### config.mk
export PLATFORM = sky130hd
export DESIGN_NAME = gcr_record_bit_decoder
export DESIGN_NICKNAME = d
export VERILOG_FILES = /design/src/rtl/gcrd_pkg.sv /design/src/rtl/gcrd_front.sv /design/src/rtl/gcrd_queue.sv /design/src/rtl/gcrd_back.sv /design/src/rtl/gcr_record_bit_decoder.sv
export SDC_FILE = /design/constraint.sdc
export NUM_CORES = 1
export LEC_CHECK = 0
export BUFFER_PORTS_ARGS = -buffer_cell sky130_fd_sc_hd__buf_2
export CORE_ASPECT_RATIO = 2
export CORE_UTILIZATION = 55
export DETAILED_ROUTE_END_ITERATION = 10
export PLACE_DENSITY = 0.69
export SLEW_MARGIN = 0
export SYNTH_ARGS = -nofsm -noshare
export SYNTH_HDL_FRONTEND = slang
export SYNTH_SLANG_ARGS = --single-unit
export TNS_END_PERCENT = 100
### constraint.sdc
create_clock -name clk -period 4 [get_ports clk]
set_input_delay 0 -clock clk [delete_from_list [all_inputs] [get_ports clk]]
set_output_delay 0 -clock clk [all_outputs]
set_load 0.03 [all_outputs]
### src/rtl/gcrd_pkg.sv
`timescale 1ns / 1ps
// ----------------------------------------------------------------------------
// GCR record decoder package
// Beat types, queue entry type, register indexes and the two GCR code tables
// with their decode functions.
// ----------------------------------------------------------------------------
package gcrd_pkg;

	// Input beat: one raw disk bit or an end-of-stream flush.
	typedef struct packed {
		logic func;
		logic bit_value;
	} in_t;

	// Output beat.
	typedef struct packed {
		logic       kind;
		logic [7:0] byte_value;
		logic       record_type;
		logic       bad_code;
		logic       last;
	} out_t;

	// One result as it waits in the queue, before the last flag is known.
	typedef struct packed {
		logic       kind;
		logic [7:0] byte_value;
		logic       record_type;
		logic       bad_code;
	} rec_t;

	// Queue entry: the one or two results caused by one input beat.
	// When lookup is set, r0 takes its byte from the sector table applied to code.
	typedef struct packed {
		logic        two;
		logic        lookup;
		logic [15:0] code;
		rec_t        r0;
		rec_t        r1;
	} entry_t;

	localparam logic FUNC_BIT   = 1'b0;
	localparam logic FUNC_FLUSH = 1'b1;

	localparam logic KIND_BYTE = 1'b0;
	localparam logic KIND_END  = 1'b1;

	localparam logic TYPE_SECTOR = 1'b0;
	localparam logic TYPE_DATA   = 1'b1;

	localparam logic REG_SECTOR_SYNC = 1'b0;
	localparam logic REG_DATA_SYNC   = 1'b1;

	localparam logic [31:0] SECTOR_SYNC_RESET = 32'hFFFF_FD57;
	localparam logic [31:0] DATA_SYNC_RESET   = 32'hFFFF_FDDB;

	localparam logic [4:0] SEC_CODE_BITS = 5'd16;
	localparam logic [4:0] DAT_CODE_BITS = 5'd8;

	localparam logic [7:0] BAD_BYTE  = 8'hFF;
	localparam logic [4:0] BAD_GROUP = 5'h1F;

	localparam int SEC_CODES = 78;
	localparam int DAT_CODES = 32;

	localparam logic [15:0] SEC_TAB [SEC_CODES] = '{
		16'hDFB5, 16'h5B6F, 16'h7DF7, 16'hBFD5, 16'hF57F, 16'h6D5D, 16'hAFEB, 16'hDDB7,
		16'h5775, 16'h7BFB, 16'hBDD7, 16'hEFAB, 16'h6B5F, 16'hADED, 16'hDBBB, 16'h5577,
		16'h77DB, 16'hBBAD, 16'hED6B, 16'h5FEF, 16'hABBD, 16'hD77B, 16'hFB57, 16'h75DD,
		16'hB7AF, 16'hEB6D, 16'h5DF5, 16'h7FBF, 16'hD57D, 16'hF75B, 16'h6FDF, 16'hB5B5,
		16'hDF6F, 16'h5BF7, 16'h7DD5, 16'hBF7F, 16'hF55D, 16'h6DEB, 16'hAFB7, 16'hDD75,
		16'h57FB, 16'h7BD7, 16'hBDAB, 16'hEF5F, 16'h6BED, 16'hADBB, 16'hDB77, 16'hBB55,
		16'hEDDB, 16'h5FAD, 16'hAB6B, 16'hD7EF, 16'hFBBD, 16'h757B, 16'hB757, 16'hEBDD,
		16'h5DAF, 16'h7F6D, 16'hD5F5, 16'hF7BF, 16'h6F7D, 16'hB55B, 16'hDFDF, 16'h5BB5,
		16'h7D6F, 16'hBFF7, 16'hF5D5, 16'h6D7F, 16'hAF5D, 16'hDDEB, 16'h57B7, 16'h7B75,
		16'hBDFB, 16'hEFD7, 16'h6BAB, 16'hAD5F, 16'hDBED, 16'h55BB
	};

	localparam logic [7:0] DAT_TAB [DAT_CODES] = '{
		8'h55, 8'h57, 8'h5b, 8'h5d, 8'h5f, 8'h6b, 8'h6d, 8'h6f,
		8'h75, 8'h77, 8'h7b, 8'h7d, 8'h7f, 8'hab, 8'had, 8'haf,
		8'hb5, 8'hb7, 8'hbb, 8'hbd, 8'hbf, 8'hd5, 8'hd7, 8'hdb,
		8'hdd, 8'hdf, 8'heb, 8'hed, 8'hef, 8'hf5, 8'hf7, 8'hfb
	};

	// Sector code word to byte. Result is {bad, byte}.
	function automatic logic [8:0] sec_decode(input logic [15:0] word);
		logic [8:0] res;
		res = {1'b1, BAD_BYTE};
		for (int i = 0; i < SEC_CODES; i++) begin
			if (SEC_TAB[i] == word) begin
				res = {1'b0, 8'(i)};
			end
		end
		return res;
	endfunction

	// Data code word to 5-bit group. Result is {bad, group}.
	function automatic logic [5:0] dat_decode(input logic [7:0] word);
		logic [5:0] res;
		res = {1'b1, BAD_GROUP};
		for (int i = 0; i < DAT_CODES; i++) begin
			if (DAT_TAB[i] == word) begin
				res = {1'b0, 5'(i)};
			end
		end
		return res;
	endfunction

endpackage

### src/rtl/gcrd_front.sv
`timescale 1ns / 1ps
// ----------------------------------------------------------------------------
// GCR record decoder front end
// Shifts raw bits into the window, detects sync words, counts code bits,
// decodes and packs data groups, and queues the results of each beat.
// ----------------------------------------------------------------------------
module gcrd_front (
	input  logic             clk,
	input  logic             arst_n,
	input  logic             in_valid,
	input  gcrd_pkg::in_t    in_data,
	output logic             in_stall,
	input  logic [31:0]      sector_sync,
	input  logic [31:0]      data_sync,
	input  logic             q_full,
	output logic             push,
	output gcrd_pkg::entry_t push_entry
);

	typedef enum logic [1:0] {
		MODE_SEEK,
		MODE_SECTOR,
		MODE_DATA
	} mode_t;

	mode_t       mode_q, mode_d;
	logic [31:0] win_q, win_d;
	logic [4:0]  cnt_q, cnt_d;
	logic [7:0]  acc_q, acc_d;
	logic [2:0]  pbc_q, pbc_d;
	logic        pbad_q, pbad_d;

	logic            accept;
	logic [31:0]     win_n;
	logic            is_sec;
	logic            is_dat;
	logic            open_rec;
	gcrd_pkg::rec_t  end_rec;
	gcrd_pkg::rec_t  first_rec;
	logic [5:0]      dat_res;
	logic [12:0]     combined;
	logic [2:0]      sh;
	logic [12:0]     comb_sh;

	assign in_stall = q_full;
	assign accept   = in_valid && !q_full;

	assign win_n    = {win_q[30:0], in_data.bit_value};
	assign is_sec   = (win_n == sector_sync);
	assign is_dat   = (win_n == data_sync);
	assign open_rec = (mode_q == MODE_SECTOR) || (mode_q == MODE_DATA);
	assign dat_res  = gcrd_pkg::dat_decode(win_n[7:0]);
	assign combined = {acc_q, dat_res[4:0]};
	assign sh       = pbc_q - 3'd3;
	assign comb_sh  = combined >> sh;

	always_comb begin
		end_rec.kind        = gcrd_pkg::KIND_END;
		end_rec.byte_value  = 8'h00;
		end_rec.record_type = (mode_q == MODE_DATA) ? gcrd_pkg::TYPE_DATA
		                                            : gcrd_pkg::TYPE_SECTOR;
		end_rec.bad_code    = 1'b0;

		first_rec.kind        = gcrd_pkg::KIND_BYTE;
		first_rec.byte_value  = win_n[7:0];
		first_rec.record_type = is_sec ? gcrd_pkg::TYPE_SECTOR : gcrd_pkg::TYPE_DATA;
		first_rec.bad_code    = 1'b0;
	end

	always_comb begin
		mode_d     = mode_q;
		win_d      = win_q;
		cnt_d      = cnt_q;
		acc_d      = acc_q;
		pbc_d      = pbc_q;
		pbad_d     = pbad_q;
		push       = 1'b0;
		push_entry = '0;
		if (accept) begin
			if (in_data.func == gcrd_pkg::FUNC_FLUSH) begin
				push          = open_rec;
				push_entry.r0 = end_rec;
				mode_d        = MODE_SEEK;
				win_d         = '0;
				cnt_d         = '0;
				acc_d         = '0;
				pbc_d         = '0;
				pbad_d        = 1'b0;
			end else begin
				win_d = win_n;
				if (is_sec || is_dat) begin
					// A sync word closes any open record, then opens the new one.
					push           = 1'b1;
					push_entry.two = open_rec;
					push_entry.r0  = open_rec ? end_rec : first_rec;
					push_entry.r1  = first_rec;
					cnt_d          = '0;
					if (is_sec) begin
						mode_d = MODE_SECTOR;
					end else begin
						mode_d = MODE_DATA;
						pbc_d  = '0;
						pbad_d = 1'b0;
					end
				end else begin
					case (mode_q)
						MODE_SECTOR: begin
							if (cnt_q == gcrd_pkg::SEC_CODE_BITS - 5'd1) begin
								push                      = 1'b1;
								push_entry.lookup         = 1'b1;
								push_entry.code           = win_n[15:0];
								push_entry.r0.kind        = gcrd_pkg::KIND_BYTE;
								push_entry.r0.record_type = gcrd_pkg::TYPE_SECTOR;
								cnt_d                     = '0;
							end else begin
								cnt_d = cnt_q + 5'd1;
							end
						end
						MODE_DATA: begin
							if (cnt_q == gcrd_pkg::DAT_CODE_BITS - 5'd1) begin
								cnt_d = '0;
								acc_d = combined[7:0];
								// Five group bits complete a byte when three or more
								// bits are already waiting in the accumulator.
								if (pbc_q >= 3'd3) begin
									push                      = 1'b1;
									push_entry.r0.kind        = gcrd_pkg::KIND_BYTE;
									push_entry.r0.byte_value  = comb_sh[7:0];
									push_entry.r0.record_type = gcrd_pkg::TYPE_DATA;
									push_entry.r0.bad_code    = pbad_q || dat_res[5];
									pbc_d                     = sh;
									pbad_d                    = (pbc_q != 3'd3) && dat_res[5];
								end else begin
									pbc_d  = pbc_q + 3'd5;
									pbad_d = pbad_q || dat_res[5];
								end
							end else begin
								cnt_d = cnt_q + 5'd1;
							end
						end
						default: begin
						end
					endcase
				end
			end
		end
	end

	always_ff @(posedge clk or negedge arst_n) begin
		if (!arst_n) begin
			mode_q <= MODE_SEEK;
			win_q  <= '0;
			cnt_q  <= '0;
			acc_q  <= '0;
			pbc_q  <= '0;
			pbad_q <= 1'b0;
		end else begin
			mode_q <= mode_d;
			win_q  <= win_d;
			cnt_q  <= cnt_d;
			acc_q  <= acc_d;
			pbc_q  <= pbc_d;
			pbad_q <= pbad_d;
		end
	end

endmodule

### src/rtl/gcrd_queue.sv
`timescale 1ns / 1ps
// ----------------------------------------------------------------------------
// GCR record decoder queue
// Small FIFO of result entries between the front end and the back end.
// ----------------------------------------------------------------------------
module gcrd_queue #(
	parameter int DEPTH = 4
) (
	input  logic             clk,
	input  logic             arst_n,
	input  logic             push,
	input  gcrd_pkg::entry_t push_entry,
	input  logic             pop,
	output logic             full,
	output logic             head_valid,
	output gcrd_pkg::entry_t head
);

	localparam int PTR_W = (DEPTH > 1) ? $clog2(DEPTH) : 1;
	localparam int CNT_W = $clog2(DEPTH + 1);

	gcrd_pkg::entry_t mem_q [DEPTH];
	logic [PTR_W-1:0] wr_ptr_q;
	logic [PTR_W-1:0] rd_ptr_q;
	logic [CNT_W-1:0] count_q;

	assign full       = (count_q == CNT_W'(DEPTH));
	assign head_valid = (count_q != '0);
	assign head       = mem_q[rd_ptr_q];

	always_ff @(posedge clk) begin
		if (push) begin
			mem_q[wr_ptr_q] <= push_entry;
		end
	end

	always_ff @(posedge clk or negedge arst_n) begin
		if (!arst_n) begin
			wr_ptr_q <= '0;
			rd_ptr_q <= '0;
			count_q  <= '0;
		end else begin
			if (push) begin
				wr_ptr_q <= (wr_ptr_q == PTR_W'(DEPTH - 1)) ? '0 : wr_ptr_q + 1'b1;
			end
			if (pop) begin
				rd_ptr_q <= (rd_ptr_q == PTR_W'(DEPTH - 1)) ? '0 : rd_ptr_q + 1'b1;
			end
			if (push && !pop) begin
				count_q <= count_q + 1'b1;
			end else if (pop && !push) begin
				count_q <= count_q - 1'b1;
			end
		end
	end

endmodule

### src/rtl/gcrd_back.sv
`timescale 1ns / 1ps
// ----------------------------------------------------------------------------
// GCR record decoder back end
// Finishes sector byte lookups and sends queued results, one per beat,
// through an output register.
// ----------------------------------------------------------------------------
module gcrd_back (
	input  logic             clk,
	input  logic             arst_n,
	input  logic             head_valid,
	input  gcrd_pkg::entry_t head,
	output logic             pop,
	input  logic             out_stall,
	output logic             out_valid,
	output gcrd_pkg::out_t   out_data
);

	logic            phase_q;
	logic            out_valid_q;
	gcrd_pkg::out_t  out_q;
	logic [8:0]      dec;
	gcrd_pkg::rec_t  rec;
	logic            is_last;
	logic            load;

	assign dec     = gcrd_pkg::sec_decode(head.code);
	assign is_last = !head.two || phase_q;
	assign load    = head_valid && (!out_valid_q || !out_stall);
	assign pop     = load && is_last;

	always_comb begin
		rec = phase_q ? head.r1 : head.r0;
		if (!phase_q && head.lookup) begin
			rec.byte_value = dec[7:0];
			rec.bad_code   = dec[8];
		end
	end

	always_ff @(posedge clk or negedge arst_n) begin
		if (!arst_n) begin
			phase_q     <= 1'b0;
			out_valid_q <= 1'b0;
		end else begin
			if (load) begin
				out_valid_q <= 1'b1;
				phase_q     <= !is_last;
			end else if (!out_stall) begin
				out_valid_q <= 1'b0;
			end
		end
	end

	always_ff @(posedge clk) begin
		if (load) begin
			out_q.kind        <= rec.kind;
			out_q.byte_value  <= rec.byte_value;
			out_q.record_type <= rec.record_type;
			out_q.bad_code    <= rec.bad_code;
			out_q.last        <= is_last;
		end
	end

	assign out_valid = out_valid_q;
	assign out_data  = out_q;

	a_phase_has_entry: assert property (@(posedge clk) disable iff (!arst_n)
		phase_q |-> (head_valid && head.two))
		else $error("second result pending without a two-result entry");

	a_second_follows: assert property (@(posedge clk) disable iff (!arst_n)
		(load && !phase_q && head.two) |=> phase_q)
		else $error("second result of an entry was skipped");

	a_end_marker_clean: assert property (@(posedge clk) disable iff (!arst_n)
		(out_valid_q && out_q.kind == gcrd_pkg::KIND_END)
		|-> (out_q.byte_value == 8'h00 && !out_q.bad_code))
		else $error("end marker carries a byte or bad flag");

endmodule

### src/rtl/gcr_record_bit_decoder.sv
`timescale 1ns / 1ps
// ----------------------------------------------------------------------------
// GCR record bit decoder
// Turns a raw disk bitstream into framed sector header and data records.
// ----------------------------------------------------------------------------
// The block accepts one input beat per cycle unless stalled: a raw disk bit or an
// end-of-stream flush. A front end shifts each bit into a 32-bit window,
// matches the window against the two sync registers, counts code bits and
// decodes and packs data groups in the same cycle, so the input side runs at
// one beat per cycle while the queue is not full. The results of each input
// beat go into a queue of QUEUE_DEPTH entries; a back end translates sector
// code words through the 78-entry table and sends one output beat per cycle,
// unless out_stall holds it, from its output register. An input beat causes
// zero, one or two results; two (an end marker and the first byte of a new
// record) only at a sync match while a record is open, so the output side
// sends two output beats for such an input beat and the queue absorbs that.
// in_stall rises only while the queue is full. The last field marks the
// final output beat caused by an input beat. Registers: sector sync at byte
// address 0, data sync at byte address 4, written through the APB port.
// ----------------------------------------------------------------------------
module gcr_record_bit_decoder #(
	parameter int QUEUE_DEPTH = 4
) (
	input  logic           clk,
	input  logic           arst_n,

	input  logic           in_valid,
	output logic           in_stall,
	input  gcrd_pkg::in_t  in_data,

	output logic           out_valid,
	input  logic           out_stall,
	output gcrd_pkg::out_t out_data,

	input  logic           psel,
	input  logic           penable,
	input  logic           pwrite,
	input  logic [2:0]     paddr,
	input  logic [31:0]    pwdata,
	output logic [31:0]    prdata,
	output logic           pready
);

	logic [31:0] sector_sync_q;
	logic [31:0] data_sync_q;
	logic        cfg_write;
	logic        reg_sel;

	logic             push;
	gcrd_pkg::entry_t push_entry;
	logic             pop;
	logic             q_full;
	logic             head_valid;
	gcrd_pkg::entry_t head;

	// Configuration port. Writes complete in the access phase; the port never
	// inserts wait states. Bit 2 of the byte address picks the register.
	assign pready    = 1'b1;
	assign reg_sel   = paddr[2];
	assign cfg_write = psel && penable && pwrite;
	assign prdata    = (reg_sel == gcrd_pkg::REG_DATA_SYNC) ? data_sync_q : sector_sync_q;

	always_ff @(posedge clk or negedge arst_n) begin
		if (!arst_n) begin
			sector_sync_q <= gcrd_pkg::SECTOR_SYNC_RESET;
			data_sync_q   <= gcrd_pkg::DATA_SYNC_RESET;
		end else if (cfg_write) begin
			if (reg_sel == gcrd_pkg::REG_DATA_SYNC) begin
				data_sync_q <= pwdata;
			end else begin
				sector_sync_q <= pwdata;
			end
		end
	end

	// Front end: window, sync detection, bit counting and data group packing.
	gcrd_front u_front (
		.clk        (clk),
		.arst_n     (arst_n),
		.in_valid   (in_valid),
		.in_data    (in_data),
		.in_stall   (in_stall),
		.sector_sync(sector_sync_q),
		.data_sync  (data_sync_q),
		.q_full     (q_full),
		.push       (push),
		.push_entry (push_entry)
	);

	// Queue of pending results, one entry per input beat that has any.
	gcrd_queue #(
		.DEPTH(QUEUE_DEPTH)
	) u_queue (
		.clk       (clk),
		.arst_n    (arst_n),
		.push      (push),
		.push_entry(push_entry),
		.pop       (pop),
		.full      (q_full),
		.head_valid(head_valid),
		.head      (head)
	);

	// Back end: sector table lookup and the output register.
	gcrd_back u_back (
		.clk       (clk),
		.arst_n    (arst_n),
		.head_valid(head_valid),
		.head      (head),
		.pop       (pop),
		.out_stall (out_stall),
		.out_valid (out_valid),
		.out_data  (out_data)
	);

endmodule
==> summary.md <==
| Metric | Value |
|---|---|
| Final WS setup | 0.299 ns |
| CTS Buffer Depth | 3 |
| Ports | 91 |
| Max FO, Critical Path | 17 |
| Total power density per cell area | 529 nW/um^2 |
| Highest-delay cell along the critical path | or4_1 |
| Setup_tns | 0 ns |
| Period Utilization, post-route | 92.5% |
| CP Capture Type | flop |
| Cts bufs inserted | 25 |
| Post-route cell area | 17300 um^2 |
| Synth Area per Inst | 12.7 um^2 |
| Async SR Flop Fraction | 42.9% |
| First-pass GRT wire length | 62800 um |
| Final core utilization | 65.7% |
| Final GP Congestion | 0.989 |
| DRT Wirelength | 40700 um |
| Die X-Extent | 118 um |
| Grt total ovfl | 0 |
| Gate Count Post-Synth | 1162 |
| Final Non-Filler Cells | 1693 |
| Outcome | complete, no violations |
| Setup slack, reg-to-reg | 0.30 ns |
| Static leakage | 6.61 nW |
| Syn nets | 1220 |
| Slew @ Worst Pin | 1.01 ns |
| Worst hold path class | in2async |
| Clk sinks | 287 |
| Die H | 234 um |
| Critical path cell sequence | buf_12, mux4_2, nand4_1, nor4_1, buf_4, nor4_1, nand4_1, or2_1, or4_1, o211ai_2 |
| Die area | 27600 um^2 |
| Fin Clk Skew | 0.0242 ns |
| Final Hold Viols | 0 |
| Vias in the first global route | 10823 |
| Largest net degree at the start of global routing | 68 |
| Endpoints failing setup | 0 |
| Post-synth EDFFs | 164 |
| Total Nets Final | 1388 |
| Vias | 10448 |
| Sequential area share after synthesis | 54.6% |
| Worst skew pair latency | 0.54 ns |
| Drt first pass iters | 5 |
| Port Buffers | 87 |
| Most frequent cells in the layout | edfxtp_1, mux2_2, nand2_1 |
| Maxcap violations | 0 |
| Most common cell after layout, fill and taps aside | edfxtp_1 |
| Area grow syn2layout | 17.3% |
| CTS root buf | clkbuf_16 |
| Crit Path Class | reg2reg |
| Ant diodes | 0 |
| Fin Hold WS | 0.0638 ns |
| Clock slew at reported path FFs | 0.07 ns |
| CTS tree | yes |
| Yosys reg bits | 287 |
| Place WS | 0.416 ns |
| Power, Total | 9.16 mW |
| RSZ-0062 raised after global routing | false |
| Top_reg_cell synth | edfxtp_1 |
| Slew margin rel. | 32.0% |
| CP Launch Type | flop |
| Initial antenna violation count | 0 |
| DR iter-0 viols | 726 |
| Netlist cell types | 71 |
| Syn Std Cell Area | 14800 um^2 |
| Final min period | 3.70 ns |
| Maximum vdd drop | 0.000492 V |
| Placed instance area | 16100 um^2 |
| Worst Path Required | 4.39 ns |
| Core ar. | 26400 um^2 |
| Final antenna-violating net count | 0 |
| Placed cells | 1610 |
| Max Fclk | 0.270 GHz |
| Worst flop-to-flop path startpoint | u_queue.rd_ptr_q[0]$_DFFE_PN0P_ |
| Fin. max-slew vios | 0 |
| Initial Util | 56.0% |
| Wire per inst | 24.0 um |
| Post-DP HPWL | 29800 um |
| Fillers | 1990 |
| H-tree levels | 1 |
| Vias per inst | 6.17 |
| Crit Reg-Reg Endpoint | u_back.out_data[6]$_DFFE_PP_ |
| Ys Warns | 0 |
| Worst Reg-to-Reg Cells | 10 |
| CP arrival | 4.09 ns |
| CP max stage delay | 0.63 ns |
| Total global routing track utilization | 30.2% |
| Share of cells above drive strength 1 | 33.5% |
| DRC violations left | 0 |
| Cell Rows | 84 |
[logic make-up (layout without fill, tap and decap cells)]
logic type,Yosys count,after routing,synth area share [%]
xor+xnor,70,70,4.15
other cells,1,1,0.0254
buf+inv,97,284,3.11
flops,287,287,54.6
fa+ha+maj,14,14,1.24
mux,162,162,15.2
simple gates,368,368,14.0
compound gates,163,163,7.60
[synth_stat cells, types with 26 or more instances]
master | instances | share of area (%)
dfrtp_1 | 66 | 11
mux4_2 | 40 | 6.1
o21ai_0 | 52 | 1.8
nor2_1 | 58 | 1.5
mux2_2 | 104 | 7.9
xnor2_1 | 26 | 1.5
nand2_1 | 94 | 2.4
clkbuf_1 | 51 | 1.3
nor4_1 | 74 | 3.1
a21oi_1 | 27 | 0.91
and2_1 | 29 | 1.2
xor2_1 | 44 | 2.6
dfstp_2 | 57 | 10
edfxtp_1 | 164 | 33
[power by group]
| part | switching (mW) | internal (mW) | leakage [nW] |
|---|---|---|---|
| Sequential | 0.271 | 3.59 | 3.09 |
| Combinational | 1.65 | 1.19 | 3.12 |
| Clock | 1.06 | 1.40 | 0.409 |
[critical path, delay by kind of cell, from the launching register on]
kind / cells / cell delay, ns
simple gates: 6 / 2.11
mux: 1 / 0.61
compound gates: 1 / 0.11
buf+inv: 2 / 0.34
flops: 1 / 0.38
[sequential cells by signal (all words and copies together) (netlist names)]
name and flops:
data_sync_q 32, sector_sync_q 32, u_back.out_data 12, u_back.out_valid 1, u_back.phase_q 1, u_front.acc_q 8
u_front.cnt_q 5, u_front.mode_q 2, u_front.pbad_q 1, u_front.pbc_q 3, u_front.win_q 31, u_queue.count_q 3
u_queue.mem_q 152, u_queue.rd_ptr_q 2, u_queue.wr_ptr_q 2
[how the worst max path moves through the flow]
stage | start | to | slack [ns] | cells past startpoint
after floorplan | u_front.win_q[4]$_DFFE_PN0P_ | u_queue.mem_q[3][11]$_DFFE_PP_ | 0.69 | 9
final | u_queue.rd_ptr_q[0]$_DFFE_PN0P_ | u_back.out_data[6]$_DFFE_PP_ | 0.30 | 10
after detailed placement | u_queue.rd_ptr_q[0]$_DFFE_PN0P_ | u_back.out_data[6]$_DFFE_PP_ | 0.42 | 10
after global placement | u_queue.rd_ptr_q[0]$_DFFE_PN0P_ | u_back.out_data[6]$_DFFE_PP_ | 0.42 | 10
after CTS | u_queue.rd_ptr_q[0]$_DFFE_PN0P_ | u_back.out_data[6]$_DFFE_PP_ | 0.37 | 10
after global routing | u_queue.rd_ptr_q[0]$_DFFE_PN0P_ | u_back.out_data[6]$_DFFE_PP_ | 0.20 | 10
[area by class of cell]
cell class / count / area [um^2] / share of cell area (%)
Timing Repair Buffer: 223 / 1680 / 9.67
Tap cell: 344 / 430 / 2.48
Multi-Input combinational cell: 778 / 6250 / 36.1
Inverter: 15 / 56.3 / 0.325
Clock buffer: 30 / 669 / 3.86
Clock inverter: 16 / 171 / 0.989
Sequential cell: 287 / 8080 / 46.6
[repair_timing]
action,CTS,global route
gates resized for setup,0,0
buffers inserted,0,0
hold buffers,37,0
endpoints found under the hold margin,128,0
[layer usage]
metal  global-route usage (%)  wire length (um)
met3                     2.75              1320
met5                        0                 0
met2                     57.6             22500
met4                     21.2              3040
met1                     30.8             13900
Power figures use the tool's default switching activity.
